--- src/design/assert_macros.svh ---
// ----------------------------------------------------------------------------
// assert_macros.svh
// Concurrent assertion macros shared by the speed tuple cover checker.
// ----------------------------------------------------------------------------
`ifndef ASSERT_MACROS_SVH
`define ASSERT_MACROS_SVH

// Checks that a condition holds at every clock edge outside reset.
`define STCC_ASSERT_ALWAYS(lbl, cond, msg) \
  lbl: assert property (@(posedge clk) disable iff (!rst_n) (cond)) else $error(msg);

// Checks that a consequent holds in the cycle after an antecedent.
`define STCC_ASSERT_NEXT(lbl, ante, cons, msg) \
  lbl: assert property (@(posedge clk) disable iff (!rst_n) (ante) |=> (cons)) else $error(msg);

`endif

--- src/design/stcc_pkg.sv ---
// ----------------------------------------------------------------------------
// stcc_pkg
// Shared types and constants of the speed tuple cover checker.
// ----------------------------------------------------------------------------
package stcc_pkg;

  // Datapath width of speeds, modulus and residues.
  localparam int DATA_W     = 16;
  localparam int LEVEL_W    = 8;
  localparam int CFG_IDX_W  = 2;
  localparam int SHIFT_W    = 5;
  localparam int DIV_STEP_W = $clog2(DATA_W);

  // Queue between the front and the back.
  localparam int QUEUE_DEPTH = 4;
  localparam int QPTR_W      = $clog2(QUEUE_DEPTH);

  // Configuration register indexes.
  localparam logic [CFG_IDX_W-1:0] REG_MODULUS    = 2'd0;
  localparam logic [CFG_IDX_W-1:0] REG_LEVEL      = 2'd1;
  localparam logic [CFG_IDX_W-1:0] REG_FULL_RANGE = 2'd2;

  // One classified speed as it travels from the front to the back.
  typedef struct packed {
    logic [DATA_W-1:0] speed;
    logic              last;
    logic              err;
    logic              drop;
  } item_t;

  typedef struct packed {
    logic              start;
    logic [DATA_W-1:0] dividend;
    logic [DATA_W-1:0] divisor;
  } div_req_t;

  typedef struct packed {
    logic              busy;
    logic              done;
    logic [DATA_W-1:0] quot;
    logic [DATA_W-1:0] rem;
  } div_rsp_t;

  typedef struct packed {
    logic              start;
    logic [DATA_W-1:0] a;
    logic [DATA_W-1:0] b;
  } gcd_req_t;

  typedef struct packed {
    logic              busy;
    logic              done;
    logic [DATA_W-1:0] g;
  } gcd_rsp_t;

  // Back-end sequencer states.
  typedef enum logic [3:0] {
    ST_LOAD,
    ST_MOD,
    ST_THR,
    ST_THR_WAIT,
    ST_COV_INIT,
    ST_COV,
    ST_GCD_INIT,
    ST_GCD_PICK,
    ST_GCD_WAIT,
    ST_GCD_CHECK,
    ST_OUT
  } back_state_t;

endpackage

--- src/design/speed_tuple_cover_checker_top.sv ---
// ----------------------------------------------------------------------------
// speed_tuple_cover_checker_top
// Checks one tuple of speeds for position coverage and subset gcd against n.
// ----------------------------------------------------------------------------
// Usage:
//   Speeds enter one per transaction on the in_ channel (push / full); the
//   transaction with in_last set closes the tuple. Exactly one verdict then
//   appears on the out_ channel (empty / pop). The user must write registers
//   modulus, level and full_range through cfg_we / cfg_index / cfg_wdata
//   only while idle; the block itself does not enforce this.
// Per tuple of c stored speeds and P positions (P = Q, or Q/2 in half mode):
//   - loading: the 16-step divider reduces each stored speed modulo Q;
//   - threshold: one more division on the same divider;
//   - coverage: one position per cycle across all lanes, up to P positions;
//   - gcd: up to c*(c-1) calls of the binary gcd unit.
//   A four-entry queue lets the front keep taking speeds while the back works.
// Reset clears the tuple, the queue and the verdict valid flag and restores
// the register defaults; no clearing pass is needed. If the receiver stalls,
// the verdict waits in its output register and the back can load the next
// tuple, holding only when its own verdict is ready.
// ----------------------------------------------------------------------------
`include "assert_macros.svh"

module speed_tuple_cover_checker_top
  import stcc_pkg::*;
#(
  parameter int MAX_RUNNERS = 16,
  parameter int SPEED_BITS  = 16
) (
  input  logic                 clk,
  input  logic                 rst_n,
  input  logic                 cfg_we,
  input  logic [CFG_IDX_W-1:0] cfg_index,
  input  logic [DATA_W-1:0]    cfg_wdata,
  input  logic                 in_push,
  output logic                 in_full,
  input  logic [DATA_W-1:0]    in_speed,
  input  logic                 in_last,
  output logic                 out_empty,
  input  logic                 out_pop,
  output logic                 out_is_cover,
  output logic                 out_gcd_ok,
  output logic                 out_coverage_ok,
  output logic                 out_bad_tuple
);

  logic [DATA_W-1:0]  modulus_r, modulus_nxt;
  logic [LEVEL_W-1:0] level_r, level_nxt;
  logic               full_range_r, full_range_nxt;
  logic               q_valid;
  logic               q_pop;
  item_t              q_item;
  div_req_t           div_req;
  div_rsp_t           div_rsp;
  gcd_req_t           gcd_req;
  gcd_rsp_t           gcd_rsp;

  // Configuration register writes.
  always_comb begin
    modulus_nxt    = modulus_r;
    level_nxt      = level_r;
    full_range_nxt = full_range_r;
    if (cfg_we) begin
      case (cfg_index)
        REG_MODULUS:    modulus_nxt    = cfg_wdata;
        REG_LEVEL:      level_nxt      = cfg_wdata[LEVEL_W-1:0];
        REG_FULL_RANGE: full_range_nxt = cfg_wdata[0];
        default: begin
        end
      endcase
    end
  end

  always_ff @(posedge clk) begin
    if (!rst_n) begin
      modulus_r    <= DATA_W'(2710);
      level_r      <= LEVEL_W'(10);
      full_range_r <= 1'b1;
    end else begin
      modulus_r    <= modulus_nxt;
      level_r      <= level_nxt;
      full_range_r <= full_range_nxt;
    end
  end

  // Front end: classify and queue speeds.
  stcc_front #(
    .MAX_RUNNERS (MAX_RUNNERS),
    .SPEED_BITS  (SPEED_BITS)
  ) u_front (
    .clk      (clk),
    .rst_n    (rst_n),
    .in_push  (in_push),
    .in_speed (in_speed),
    .in_last  (in_last),
    .in_full  (in_full),
    .modulus  (modulus_r),
    .q_pop    (q_pop),
    .q_valid  (q_valid),
    .q_item   (q_item)
  );

  // Shared arithmetic units of the back end.
  stcc_divu u_divu (
    .clk   (clk),
    .rst_n (rst_n),
    .req   (div_req),
    .rsp   (div_rsp)
  );

  stcc_gcd u_gcd (
    .clk   (clk),
    .rst_n (rst_n),
    .req   (gcd_req),
    .rsp   (gcd_rsp)
  );

  // Back end: tuple checks and verdict register.
  stcc_back #(
    .MAX_RUNNERS (MAX_RUNNERS)
  ) u_back (
    .clk             (clk),
    .rst_n           (rst_n),
    .modulus         (modulus_r),
    .level           (level_r),
    .full_range      (full_range_r),
    .q_valid         (q_valid),
    .q_item          (q_item),
    .q_pop           (q_pop),
    .div_req         (div_req),
    .div_rsp         (div_rsp),
    .gcd_req         (gcd_req),
    .gcd_rsp         (gcd_rsp),
    .out_empty       (out_empty),
    .out_pop         (out_pop),
    .out_is_cover    (out_is_cover),
    .out_gcd_ok      (out_gcd_ok),
    .out_coverage_ok (out_coverage_ok),
    .out_bad_tuple   (out_bad_tuple)
  );

  // A taken verdict is never replaced in the same cycle.
  `STCC_ASSERT_NEXT(a_pop_then_empty, out_pop && !out_empty, out_empty, "verdict reissued after pop")
  // The back only pops a queue that holds an item.
  `STCC_ASSERT_ALWAYS(a_queue_pop_valid, !q_pop || q_valid, "queue popped while empty")
  // Arithmetic units are only started while idle.
  `STCC_ASSERT_ALWAYS(a_div_idle, !div_req.start || !div_rsp.busy, "divider restarted while busy")
  `STCC_ASSERT_ALWAYS(a_gcd_idle, !gcd_req.start || !gcd_rsp.busy, "gcd unit restarted while busy")

endmodule

--- src/design/stcc_front.sv ---
// ----------------------------------------------------------------------------
// stcc_front
// Accepts speeds, flags range errors and overflow, and queues them.
// ----------------------------------------------------------------------------
module stcc_front
  import stcc_pkg::*;
#(
  parameter int MAX_RUNNERS = 16,
  parameter int SPEED_BITS  = 16
) (
  input  logic              clk,
  input  logic              rst_n,
  input  logic              in_push,
  input  logic [DATA_W-1:0] in_speed,
  input  logic              in_last,
  output logic              in_full,
  input  logic [DATA_W-1:0] modulus,
  input  logic              q_pop,
  output logic              q_valid,
  output item_t             q_item
);

  localparam int SW = (SPEED_BITS < DATA_W) ? SPEED_BITS : DATA_W;
  localparam int CW = $clog2(MAX_RUNNERS + 1);

  logic [CW-1:0]     tuple_cnt_r, tuple_cnt_nxt;
  logic [QPTR_W-1:0] wr_ptr_r, wr_ptr_nxt;
  logic [QPTR_W-1:0] rd_ptr_r, rd_ptr_nxt;
  logic [QPTR_W:0]   count_r, count_nxt;
  item_t             mem_r [QUEUE_DEPTH];
  logic              accept;
  logic              pop_ok;
  logic              drop;
  logic [DATA_W-1:0] speed_masked;
  item_t             new_item;

  // Classify the incoming speed.
  assign accept       = in_push && !in_full;
  assign pop_ok       = q_pop && q_valid;
  assign speed_masked = DATA_W'(in_speed[SW-1:0]);
  assign drop         = (tuple_cnt_r == CW'(MAX_RUNNERS));

  always_comb begin
    new_item.speed = speed_masked;
    new_item.last  = in_last;
    new_item.err   = (speed_masked >= modulus) || drop;
    new_item.drop  = drop;
  end

  // Per-tuple position count, used to detect capacity overflow.
  always_comb begin
    tuple_cnt_nxt = tuple_cnt_r;
    if (accept) begin
      if (in_last) begin
        tuple_cnt_nxt = '0;
      end else if (!drop) begin
        tuple_cnt_nxt = tuple_cnt_r + CW'(1);
      end
    end
  end

  // Queue pointers and fill level.
  always_comb begin
    wr_ptr_nxt = accept ? wr_ptr_r + QPTR_W'(1) : wr_ptr_r;
    rd_ptr_nxt = pop_ok ? rd_ptr_r + QPTR_W'(1) : rd_ptr_r;
    count_nxt  = count_r;
    if (accept && !pop_ok) begin
      count_nxt = count_r + (QPTR_W+1)'(1);
    end else if (pop_ok && !accept) begin
      count_nxt = count_r - (QPTR_W+1)'(1);
    end
  end

  assign in_full = (count_r == (QPTR_W+1)'(QUEUE_DEPTH));
  assign q_valid = (count_r != '0);
  assign q_item  = mem_r[rd_ptr_r];

  always_ff @(posedge clk) begin
    if (!rst_n) begin
      tuple_cnt_r <= '0;
      wr_ptr_r    <= '0;
      rd_ptr_r    <= '0;
      count_r     <= '0;
    end else begin
      tuple_cnt_r <= tuple_cnt_nxt;
      wr_ptr_r    <= wr_ptr_nxt;
      rd_ptr_r    <= rd_ptr_nxt;
      count_r     <= count_nxt;
    end
  end

  // Queue storage holds payload only.
  always_ff @(posedge clk) begin
    if (accept) begin
      mem_r[wr_ptr_r] <= new_item;
    end
  end

endmodule

--- src/design/stcc_divu.sv ---
// ----------------------------------------------------------------------------
// stcc_divu
// Iterative restoring divider, one quotient bit per cycle.
// ----------------------------------------------------------------------------
module stcc_divu
  import stcc_pkg::*;
(
  input  logic     clk,
  input  logic     rst_n,
  input  div_req_t req,
  output div_rsp_t rsp
);

  logic                  busy_r, busy_nxt;
  logic                  done_r, done_nxt;
  logic [DIV_STEP_W-1:0] step_r, step_nxt;
  logic [DATA_W-1:0]     rem_r, rem_nxt;
  logic [DATA_W-1:0]     quo_r, quo_nxt;
  logic [DATA_W-1:0]     dvs_r, dvs_nxt;
  logic [DATA_W:0]       rem_sh;
  logic                  fits;

  // One shift-and-subtract step.
  assign rem_sh = {rem_r, quo_r[DATA_W-1]};
  assign fits   = (rem_sh >= {1'b0, dvs_r});

  always_comb begin
    busy_nxt = busy_r;
    done_nxt = 1'b0;
    step_nxt = step_r;
    rem_nxt  = rem_r;
    quo_nxt  = quo_r;
    dvs_nxt  = dvs_r;
    if (req.start) begin
      busy_nxt = 1'b1;
      step_nxt = '0;
      rem_nxt  = '0;
      quo_nxt  = req.dividend;
      dvs_nxt  = req.divisor;
    end else if (busy_r) begin
      rem_nxt = fits ? DATA_W'(rem_sh - {1'b0, dvs_r}) : rem_sh[DATA_W-1:0];
      quo_nxt = {quo_r[DATA_W-2:0], fits};
      if (step_r == DIV_STEP_W'(DATA_W - 1)) begin
        busy_nxt = 1'b0;
        done_nxt = 1'b1;
      end else begin
        step_nxt = step_r + DIV_STEP_W'(1);
      end
    end
  end

  always_ff @(posedge clk) begin
    if (!rst_n) begin
      busy_r <= 1'b0;
      done_r <= 1'b0;
      step_r <= '0;
    end else begin
      busy_r <= busy_nxt;
      done_r <= done_nxt;
      step_r <= step_nxt;
    end
  end

  always_ff @(posedge clk) begin
    rem_r <= rem_nxt;
    quo_r <= quo_nxt;
    dvs_r <= dvs_nxt;
  end

  always_comb begin
    rsp.busy = busy_r;
    rsp.done = done_r;
    rsp.quot = quo_r;
    rsp.rem  = rem_r;
  end

endmodule

--- src/design/stcc_gcd.sv ---
// ----------------------------------------------------------------------------
// stcc_gcd
// Iterative binary gcd unit, one reduction step per cycle.
// ----------------------------------------------------------------------------
module stcc_gcd
  import stcc_pkg::*;
(
  input  logic     clk,
  input  logic     rst_n,
  input  gcd_req_t req,
  output gcd_rsp_t rsp
);

  logic               busy_r, busy_nxt;
  logic               done_r, done_nxt;
  logic [DATA_W-1:0]  a_r, a_nxt;
  logic [DATA_W-1:0]  b_r, b_nxt;
  logic [SHIFT_W-1:0] k_r, k_nxt;
  logic [DATA_W-1:0]  g_r, g_nxt;

  // Strip common twos, then halve and subtract odd operands.
  always_comb begin
    busy_nxt = busy_r;
    done_nxt = 1'b0;
    a_nxt    = a_r;
    b_nxt    = b_r;
    k_nxt    = k_r;
    g_nxt    = g_r;
    if (req.start) begin
      busy_nxt = 1'b1;
      a_nxt    = req.a;
      b_nxt    = req.b;
      k_nxt    = '0;
    end else if (busy_r) begin
      if (a_r == '0) begin
        g_nxt    = b_r << k_r;
        busy_nxt = 1'b0;
        done_nxt = 1'b1;
      end else if (b_r == '0) begin
        g_nxt    = a_r << k_r;
        busy_nxt = 1'b0;
        done_nxt = 1'b1;
      end else if (!a_r[0] && !b_r[0]) begin
        a_nxt = a_r >> 1;
        b_nxt = b_r >> 1;
        k_nxt = k_r + SHIFT_W'(1);
      end else if (!a_r[0]) begin
        a_nxt = a_r >> 1;
      end else if (!b_r[0]) begin
        b_nxt = b_r >> 1;
      end else if (a_r >= b_r) begin
        a_nxt = (a_r - b_r) >> 1;
      end else begin
        b_nxt = (b_r - a_r) >> 1;
      end
    end
  end

  always_ff @(posedge clk) begin
    if (!rst_n) begin
      busy_r <= 1'b0;
      done_r <= 1'b0;
    end else begin
      busy_r <= busy_nxt;
      done_r <= done_nxt;
    end
  end

  always_ff @(posedge clk) begin
    a_r <= a_nxt;
    b_r <= b_nxt;
    k_r <= k_nxt;
    g_r <= g_nxt;
  end

  always_comb begin
    rsp.busy = busy_r;
    rsp.done = done_r;
    rsp.g    = g_r;
  end

endmodule

--- src/design/stcc_back.sv ---
// ----------------------------------------------------------------------------
// stcc_back
// Loads one tuple from the queue, runs coverage and gcd checks, holds verdict.
// ----------------------------------------------------------------------------
module stcc_back
  import stcc_pkg::*;
#(
  parameter int MAX_RUNNERS = 16
) (
  input  logic               clk,
  input  logic               rst_n,
  input  logic [DATA_W-1:0]  modulus,
  input  logic [LEVEL_W-1:0] level,
  input  logic               full_range,
  input  logic               q_valid,
  input  item_t              q_item,
  output logic               q_pop,
  output div_req_t           div_req,
  input  div_rsp_t           div_rsp,
  output gcd_req_t           gcd_req,
  input  gcd_rsp_t           gcd_rsp,
  output logic               out_empty,
  input  logic               out_pop,
  output logic               out_is_cover,
  output logic               out_gcd_ok,
  output logic               out_coverage_ok,
  output logic               out_bad_tuple
);

  localparam int IW = $clog2(MAX_RUNNERS);
  localparam int CW = $clog2(MAX_RUNNERS + 1);
  localparam logic [DATA_W-1:0] ONE = DATA_W'(1);

  back_state_t          state_r, state_nxt;
  logic [CW-1:0]        cnt_r, cnt_nxt;
  logic                 err_r, err_nxt;
  logic                 cur_last_r, cur_last_nxt;
  logic [MAX_RUNNERS-1:0] used_r, used_nxt;
  logic [DATA_W-1:0]    lim_r, lim_nxt;
  logic [DATA_W-1:0]    t_r, t_nxt;
  logic [DATA_W-1:0]    top_r, top_nxt;
  logic [IW-1:0]        i_r, i_nxt;
  logic [IW-1:0]        j_r, j_nxt;
  logic [DATA_W-1:0]    g_r, g_nxt;
  logic                 gcd_ok_r, gcd_ok_nxt;
  logic                 cov_r, cov_nxt;
  logic                 res_valid_r, res_valid_nxt;
  logic                 v_cover_r, v_cover_nxt;
  logic                 v_gcd_r, v_gcd_nxt;
  logic                 v_cov_r, v_cov_nxt;
  logic                 v_bad_r, v_bad_nxt;

  // Speed store and per-lane residues; payload only.
  logic [DATA_W-1:0]    store_r [MAX_RUNNERS];
  logic [DATA_W-1:0]    mres_r  [MAX_RUNNERS];
  logic [DATA_W-1:0]    res_r   [MAX_RUNNERS];
  logic [DATA_W-1:0]    step_val [MAX_RUNNERS];
  logic [MAX_RUNNERS-1:0] hit_vec;

  logic                 store_we;
  logic                 lane_we;
  logic                 cov_step;
  logic [IW-1:0]        cnt_idx;
  logic [IW-1:0]        last_idx;
  logic [DATA_W-1:0]    hi_lim;
  logic [DATA_W-1:0]    top_val;
  logic [DATA_W-1:0]    level_ext;
  logic                 any_hit;
  logic                 j_at_end;
  logic                 skip_j;

  assign cnt_idx   = cnt_r[IW-1:0];
  assign last_idx  = IW'(cnt_r - CW'(1));
  assign hi_lim    = modulus - lim_r;
  assign top_val   = full_range ? modulus : (modulus >> 1);
  assign level_ext = DATA_W'(level);
  assign any_hit   = |hit_vec;
  assign j_at_end  = (j_r == last_idx);
  assign skip_j    = (j_r == i_r) || (g_r == ONE);

  // Coverage lanes: hit test and residue advance by the speed modulo Q.
  for (genvar k = 0; k < MAX_RUNNERS; k++) begin : g_lane
    logic [DATA_W:0] sum;
    assign sum         = {1'b0, res_r[k]} + {1'b0, mres_r[k]};
    assign step_val[k] = (sum >= {1'b0, modulus}) ? DATA_W'(sum - {1'b0, modulus})
                                                  : sum[DATA_W-1:0];
    assign hit_vec[k]  = used_r[k] && ((res_r[k] <= lim_r) || (res_r[k] >= hi_lim));
  end

  // Next-state logic.
  always_comb begin
    state_nxt = state_r;
    case (state_r)
      ST_LOAD: begin
        if (q_valid) begin
          if (!q_item.drop) begin
            state_nxt = ST_MOD;
          end else if (q_item.last) begin
            state_nxt = ST_THR;
          end
        end
      end
      ST_MOD: begin
        if (div_rsp.done) begin
          state_nxt = cur_last_r ? ST_THR : ST_LOAD;
        end
      end
      ST_THR: begin
        state_nxt = ST_THR_WAIT;
      end
      ST_THR_WAIT: begin
        if (div_rsp.done) begin
          state_nxt = ST_COV_INIT;
        end
      end
      ST_COV_INIT: begin
        state_nxt = ((modulus == '0) || (top_val == '0)) ? ST_GCD_INIT : ST_COV;
      end
      ST_COV: begin
        if (!any_hit || (t_r == top_r)) begin
          state_nxt = ST_GCD_INIT;
        end
      end
      ST_GCD_INIT: begin
        state_nxt = ST_GCD_PICK;
      end
      ST_GCD_PICK: begin
        if (!skip_j) begin
          state_nxt = ST_GCD_WAIT;
        end else if (j_at_end) begin
          state_nxt = ST_GCD_CHECK;
        end
      end
      ST_GCD_WAIT: begin
        if (gcd_rsp.done) begin
          state_nxt = j_at_end ? ST_GCD_CHECK : ST_GCD_PICK;
        end
      end
      ST_GCD_CHECK: begin
        if ((g_r != ONE) || (i_r == last_idx)) begin
          state_nxt = ST_OUT;
        end else begin
          state_nxt = ST_GCD_PICK;
        end
      end
      ST_OUT: begin
        if (!res_valid_r) begin
          state_nxt = ST_LOAD;
        end
      end
      default: begin
        state_nxt = ST_LOAD;
      end
    endcase
  end

  // Output and datapath control.
  always_comb begin
    q_pop         = 1'b0;
    div_req       = '0;
    gcd_req       = '0;
    store_we      = 1'b0;
    lane_we       = 1'b0;
    cov_step      = 1'b0;
    cnt_nxt       = cnt_r;
    err_nxt       = err_r;
    cur_last_nxt  = cur_last_r;
    used_nxt      = used_r;
    lim_nxt       = lim_r;
    t_nxt         = t_r;
    top_nxt       = top_r;
    i_nxt         = i_r;
    j_nxt         = j_r;
    g_nxt         = g_r;
    gcd_ok_nxt    = gcd_ok_r;
    cov_nxt       = cov_r;
    res_valid_nxt = res_valid_r;
    v_cover_nxt   = v_cover_r;
    v_gcd_nxt     = v_gcd_r;
    v_cov_nxt     = v_cov_r;
    v_bad_nxt     = v_bad_r;

    // The consumer takes the waiting verdict.
    if (out_pop && res_valid_r) begin
      res_valid_nxt = 1'b0;
    end

    case (state_r)
      ST_LOAD: begin
        if (q_valid) begin
          q_pop        = 1'b1;
          err_nxt      = err_r | q_item.err;
          cur_last_nxt = q_item.last;
          if (!q_item.drop) begin
            store_we         = 1'b1;
            div_req.start    = 1'b1;
            div_req.dividend = q_item.speed;
            div_req.divisor  = modulus;
          end
        end
      end
      ST_MOD: begin
        if (div_rsp.done) begin
          lane_we           = 1'b1;
          used_nxt[cnt_idx] = 1'b1;
          cnt_nxt           = cnt_r + CW'(1);
        end
      end
      ST_THR: begin
        div_req.start    = 1'b1;
        div_req.dividend = modulus - ONE;
        div_req.divisor  = DATA_W'(cnt_r) + ONE;
      end
      ST_THR_WAIT: begin
        if (div_rsp.done) begin
          lim_nxt = div_rsp.quot;
        end
      end
      ST_COV_INIT: begin
        t_nxt   = ONE;
        top_nxt = top_val;
        cov_nxt = 1'b1;
      end
      ST_COV: begin
        if (!any_hit) begin
          cov_nxt = 1'b0;
        end else if (t_r != top_r) begin
          t_nxt    = t_r + ONE;
          cov_step = 1'b1;
        end
      end
      ST_GCD_INIT: begin
        i_nxt = '0;
        j_nxt = '0;
        g_nxt = level_ext;
      end
      ST_GCD_PICK: begin
        if (!skip_j) begin
          gcd_req.start = 1'b1;
          gcd_req.a     = g_r;
          gcd_req.b     = store_r[j_r];
        end else if (!j_at_end) begin
          j_nxt = j_r + IW'(1);
        end
      end
      ST_GCD_WAIT: begin
        if (gcd_rsp.done) begin
          g_nxt = gcd_rsp.g;
          if (!j_at_end) begin
            j_nxt = j_r + IW'(1);
          end
        end
      end
      ST_GCD_CHECK: begin
        if (g_r != ONE) begin
          gcd_ok_nxt = 1'b0;
        end else if (i_r == last_idx) begin
          gcd_ok_nxt = 1'b1;
        end else begin
          i_nxt = i_r + IW'(1);
          j_nxt = '0;
          g_nxt = level_ext;
        end
      end
      ST_OUT: begin
        if (!res_valid_r) begin
          res_valid_nxt = 1'b1;
          v_gcd_nxt     = gcd_ok_r;
          v_cov_nxt     = cov_r;
          v_bad_nxt     = err_r;
          v_cover_nxt   = gcd_ok_r && cov_r && !err_r;
          cnt_nxt       = '0;
          err_nxt       = 1'b0;
          used_nxt      = '0;
        end
      end
      default: begin
      end
    endcase
  end

  always_ff @(posedge clk) begin
    if (!rst_n) begin
      state_r     <= ST_LOAD;
      cnt_r       <= '0;
      err_r       <= 1'b0;
      cur_last_r  <= 1'b0;
      used_r      <= '0;
      res_valid_r <= 1'b0;
    end else begin
      state_r     <= state_nxt;
      cnt_r       <= cnt_nxt;
      err_r       <= err_nxt;
      cur_last_r  <= cur_last_nxt;
      used_r      <= used_nxt;
      res_valid_r <= res_valid_nxt;
    end
  end

  always_ff @(posedge clk) begin
    lim_r     <= lim_nxt;
    t_r       <= t_nxt;
    top_r     <= top_nxt;
    i_r       <= i_nxt;
    j_r       <= j_nxt;
    g_r       <= g_nxt;
    gcd_ok_r  <= gcd_ok_nxt;
    cov_r     <= cov_nxt;
    v_cover_r <= v_cover_nxt;
    v_gcd_r   <= v_gcd_nxt;
    v_cov_r   <= v_cov_nxt;
    v_bad_r   <= v_bad_nxt;
  end

  // Store and lane arrays.
  always_ff @(posedge clk) begin
    if (store_we) begin
      store_r[cnt_idx] <= q_item.speed;
    end
    if (lane_we) begin
      mres_r[cnt_idx] <= div_rsp.rem;
    end
    for (int k = 0; k < MAX_RUNNERS; k++) begin
      if (cov_step) begin
        res_r[k] <= step_val[k];
      end
    end
    if (lane_we) begin
      res_r[cnt_idx] <= div_rsp.rem;
    end
  end

  assign out_empty       = !res_valid_r;
  assign out_is_cover    = v_cover_r;
  assign out_gcd_ok      = v_gcd_r;
  assign out_coverage_ok = v_cov_r;
  assign out_bad_tuple   = v_bad_r;

endmodule

--- config.mk ---
export PLATFORM = sky130hd
export DESIGN_NAME = speed_tuple_cover_checker_top
export DESIGN_NICKNAME = d
export VERILOG_FILES = /design/src/design/stcc_pkg.sv /design/src/design/speed_tuple_cover_checker_top.sv /design/src/design/stcc_front.sv /design/src/design/stcc_divu.sv /design/src/design/stcc_gcd.sv /design/src/design/stcc_back.sv
export VERILOG_INCLUDE_DIRS = /design/src /design/src/design
export SDC_FILE = /design/constraint.sdc
export NUM_CORES = 2
export LEC_CHECK = 0
export BUFFER_PORTS_ARGS = -buffer_cell sky130_fd_sc_hd__buf_2
export CORE_ASPECT_RATIO = 0.75
export CORE_MARGIN = 5
export CORE_UTILIZATION = 45
export CTS_CLUSTER_DIAMETER = 80
export CTS_CLUSTER_SIZE = 24
export DETAILED_ROUTE_END_ITERATION = 7
export SYNTH_ARGS = -nofsm -noshare
export SYNTH_HDL_FRONTEND = slang
export SYNTH_HIERARCHICAL = 1
export SYNTH_SLANG_ARGS = --single-unit
--- constraint.sdc ---
create_clock -name clk -period 8.72 [get_ports clk]
set_clock_uncertainty 0.15 [all_clocks]
set_input_delay 2.616 -clock clk [delete_from_list [all_inputs] [get_ports clk]]
set_output_delay 2.616 -clock clk [all_outputs]
set_load 0.01 [all_outputs]
[After elaboration in Yosys (flattened, before gate mapping)]
Memory sizes are Yosys's and may differ from the RTL's. A register that Yosys moved wholly into a read port is not among the register bits.
Index checks and enable logic that the tools add are counted.
Storage, ports and cells
  register bits after elaboration: 252
  memories kept: 4
  RAM bits: 844
  bits in latches: 0
  ROM bits: 0
  input port bits: 40
  output and inout bits: 6
  logic and storage cells: 430
Cells by class
  reductions and logical operators: 101
  $lt $le $gt $ge: 53
  div/mod/pow operators: 0
  shifts and indexed selects: 2
  bitwise operators: 10
  $add $sub $neg: 50
  mux-type cells: 129
  equality and inequality tests: 42
  $mul: 0
Memory list
  u_back.mres_r: words 16, width 16, rd ports 16, clocked after Yosys merged registers in 0, wr ports 1, RTL line stcc_back.sv:55  | logic [DATA_W-1:0] mres_r [MAX_RUNNERS];
  u_back.res_r: words 16, width 16, rd ports 16, clocked after Yosys merged registers in 0, wr ports 16, RTL line stcc_back.sv:56  | logic [DATA_W-1:0] res_r [MAX_RUNNERS];
  u_back.store_r: words 16, width 16, rd ports 1, clocked after Yosys merged registers in 1, wr ports 1, RTL line stcc_back.sv:54  | logic [DATA_W-1:0] store_r [MAX_RUNNERS];
  u_front.mem_r: words 4, width 19, rd ports 1, clocked after Yosys merged registers in 1, wr ports 1, RTL line stcc_front.sv:30  | item_t mem_r [QUEUE_DEPTH];
Operator list (count)
  $mux 16: 46
  $sub 16x16->16: 20
  $ge 17x16->1: 17
  $ge 16x16->1: 18
  $add 16x16->17: 16
  $le 16x16->1: 16
  $mux 33: 4
  $mux 4: 21
  $pmux 33 s2: 1
  $logic_not 16->1: 4
  $pmux 16 s2: 2
  $pmux 16 s3: 1
  $pmux 4 s11: 1
  $mux 1: 37
  $reduce_or 16->1: 2
  $shl 16x5->16: 2
  $logic_and 1x1->1: 25
  $ne 2x2->1 const B: 11
  $logic_or 1x1->1: 21
  $mux 5: 4
  $reduce_and 2->1: 10
  $reduce_and 3->1: 6
  $reduce_bool 2->1: 9
  $add 16x1->16 const B: 1
  other kinds (46): 92

[Logic depth before layout (Yosys ltp)]
  word-level depth: 10
  depth in mapped cells: 25
  mapped depth without buffers: 24

[Modules after synthesis]
The synthesis kept the hierarchy.
Modules (own cells, without submodules)
  stcc_back: seq. area each 26045.0 µm², times used 1, cells an instance 6797, area each 69620.5 µm²
  stcc_gcd: seq. area each 1581.5 µm², times used 1, cells an instance 584, area each 5039.8 µm²
  stcc_front: seq. area each 2562.5 µm², times used 1, cells an instance 234, area each 3877.5 µm²
  stcc_divu: seq. area each 1401.3 µm², times used 1, cells an instance 295, area each 2981.6 µm²
  speed_tuple_cover_checker_top: seq. area each 500.5 µm², times used 1, cells an instance 110, area each 1082.3 µm²

[Worst setup path before layout]
No wires, ideal clock.
  path kind: register -> register
  start: reg u_back.lim_r[0]
  end: mem u_back.res_r[15][0] (enable)
  cell stages (with the launch flop): 25
  buffers on the path: 1
  library setup time: 365 ps
  path slack: 1990 ps
  data arrival time: 6215 ps
  required time: 8205 ps
  period minus slack after synthesis: 6730 ps
  path through: edfxtp_1 ha_1 inv_1 fa_1 a211o_1 a21boi_1 o21ai_1 a31oi_1 o21bai_1 a21oi_1 o21bai_1 a21oi_1 xor2_1 ha_1 and4_1 and3_1 a221oi_1 nand4_1 a221o_1 a2111oi_0 and4b_1 nand4_1 o41ai_4 buf_6 nand2_1
RTL lines
  start: declaration: RTL line stcc_back.sv:39  | logic [DATA_W-1:0] lim_r, lim_nxt;
  start signal: assignment: RTL line stcc_back.sv:301  | lim_r <= lim_nxt;
  end: declaration: RTL line stcc_back.sv:56

==> flow_metrics.tcl <==
set metrics [dict create \
    crit_arrival_ns 7.93 \
    grt_overflow 0 \
    die_w_um 505 \
    ys_warn_count 6 \
    start_util_pct 45.1 \
    ctsLongestPathBuffers 3 \
    syn_to_final_growth_pct 6.74 \
    pre_cts_ws_ns 1.04 \
    grt_max_degree 65 \
    crit_path_end_kind "register" \
    avgViaCountPerCell 6.31 \
    finalMaxSlewViolations 0 \
    drv_cap 0 \
    critPathKind "reg -> reg" \
    rows 136 \
    h-tree-depth 2 \
    grt_usage_pct 29.3 \
    first_iter_violations 8011 \
    drc 0 \
    period_share_pct 89.5 \
    rr_worst_depth 23 \
    cts-buffers-inserted 61 \
    ios 46 \
    status "finished, final reports clean" \
    layout-drive-gt1-share_pct 7.33 \
    dr_total_vias 66300 \
    vdd_ir_drop_max_mv 0.363 \
    stdcell_area_um2 88200 \
    post_cts_buffers 0 \
    hold_class "reg -> reg" \
    postCtsHoldBufs 0 \
    drtPass1Iterations 8 \
    clockRootBuffer "clkbuf_16" \
    cts_tree "yes" \
    min_period_ns 7.80 \
    globalplace.congestion 0.953 \
    start_kind "register" \
    slew_headroom_pct 16.5 \
    rsz0062_at_grt "false" \
    syn_area_per_cell_um2 10.3 \
    die_area_um2 192000 \
    dp.final_hpwl_um 214000 \
    setup_tns_ns 0 \
    die-height_um 381 \
    antenna_found_initial 37 \
    io_buffers 45 \
    cts.clk_slew.worst_paths_ns 0.10 \
    cts-resized-gates 0 \
    tightest_slew_ns 1.25 \
    grt_pass1_vias 61400 \
    drtAntennaViolNets 0 \
    dp.cells 10400 \
    setup_viol 0 \
    nFillCells 16700 \
    synth_cells 8018 \
    totalWireLength_um 293000 \
    cp_max_fo 16 \
    required_ns 8.85 \
    synth_area_um2 82600 \
    grt_pass1_wl_um 418000 \
    core_area_um2 183000 \
    clock-sinks 1102 \
    stdcell_count 10500 \
    whs_path_depth 2 \
    clock_latency_ns 0.77 \
    worst_slack_ns 0.920 \
    p_per_area_nw_per_um2 158 \
    post_drt_wl_per_cell_um 27.9 \
    clock.fmax_mhz 128 \
    fin_nets 9209 \
    syn_nets 9201 \
    hold_viol 0 \
    placed_cell_area_um2 86000 \
    p_leak_nw 34.4 \
]
==> metrics by stage <==
step	total power [mW]	utilization [%]	hold slack, ns
2_1_floorplan	9.03	-	0.272
3_3_place_gp	10.4	47.0	0.301
3_5_place_dp	10.5	47.0	0.311
4_1_cts	13.9	48.1	0.330
5_1_grt	14.5	48.2	0.340
6_report	13.9	48.2	0.327
==> where the power goes <==
group	total, mW	switching [mW]	internal [mW]	leakage [nW]
clock network	3.44	1.95	1.49	0.999
registers	6.64	0.238	6.40	9.93
logic	3.85	2.65	1.20	23.5
==> flip-flops by register name (all words and copies together), names as in the netlist, 76 cells and up, named ones only <==
| name | flops |
|---|---|
| u_back/mres_r | 256 |
| u_back/store_r | 256 |
| u_front/mem_r | 76 |
| u_back/res_r | 256 |
==> worst max-delay path, cell delays in order (launching register included) <==
cell and delay, ns:
edfxtp_1 0.33, inv_1 0.25, fa_1 0.56, a211o_1 0.31, a21boi_1 0.20, o21ai_1 0.16
a31oi_1 0.35, o21bai_1 0.11, a21oi_1 0.34, o21bai_1 0.11, a21oi_1 0.36, xor2_4 0.44
ha_1 0.33, and4_1 0.17, and3_1 0.22, a2111oi_0 0.48, nand4_1 0.15, a211oi_1 0.31
a41oi_1 0.20, a211oi_2 0.24, nand4_1 0.25, o41ai_4 0.30, buf_4 0.39, nand2_1 0.56
==> worst paths after layout <==
check / start / end / slack, ns
hold / removal: level_r[5] / level_r[5] / 0.33
setup / recovery: u_back/lim_r[1] / u_back/res_r[10][1] / 0.92
setup reg to reg: u_back/lim_r[1] / u_back/res_r[10][1] / 0.92
hold reg to reg: level_r[5] / level_r[5] / 0.33
==> routing by layer <==
metal / GRT usage [%] / up-vias / wire length [um]
li1: - / 30400 / -
met3: 7.98 / 428 / 34200
met4: 9.65 / 10 / 10300
met1: 43.9 / 32400 / 131000
met2: 40.6 / 3097 / 117000
met5: 0 / - / 225
==> cell type report <==
cell class / count / area, um2 / share of cell area, %
Antenna cell: 22 / 55.1 / 0.0625
Clock buffer: 86 / 1680 / 1.91
Clock inverter: 26 / 399 / 0.453
Inverter: 355 / 1340 / 1.52
Multi-Input combinational cell: 6336 / 48400 / 54.9
Sequential cell: 1102 / 32100 / 36.4
Tap cell: 2415 / 3020 / 3.43
Timing Repair Buffer: 170 / 1170 / 1.33
==> cell usage in the layout (no fill, tap or decap), types with 64 or more instances in the layout <==
cell	n
nand4_1	147
a21oi_1	657
nor2_1	661
and3_1	68
clkbuf_16	64
dfxtp_1	81
xnor2_1	386
mux2i_1	245
a31oi_1	116
inv_1	336
o21ai_0	362
nand3_1	200
buf_4	125
and2_1	89
ha_1	1106
a21o_1	157
mux4_2	101
xor2_1	133
nor3_1	236
o21bai_1	67
nor2b_1	89
nand2b_1	65
edfxtp_1	1002
nand2_1	544
(Power assumes the default switching activity.)
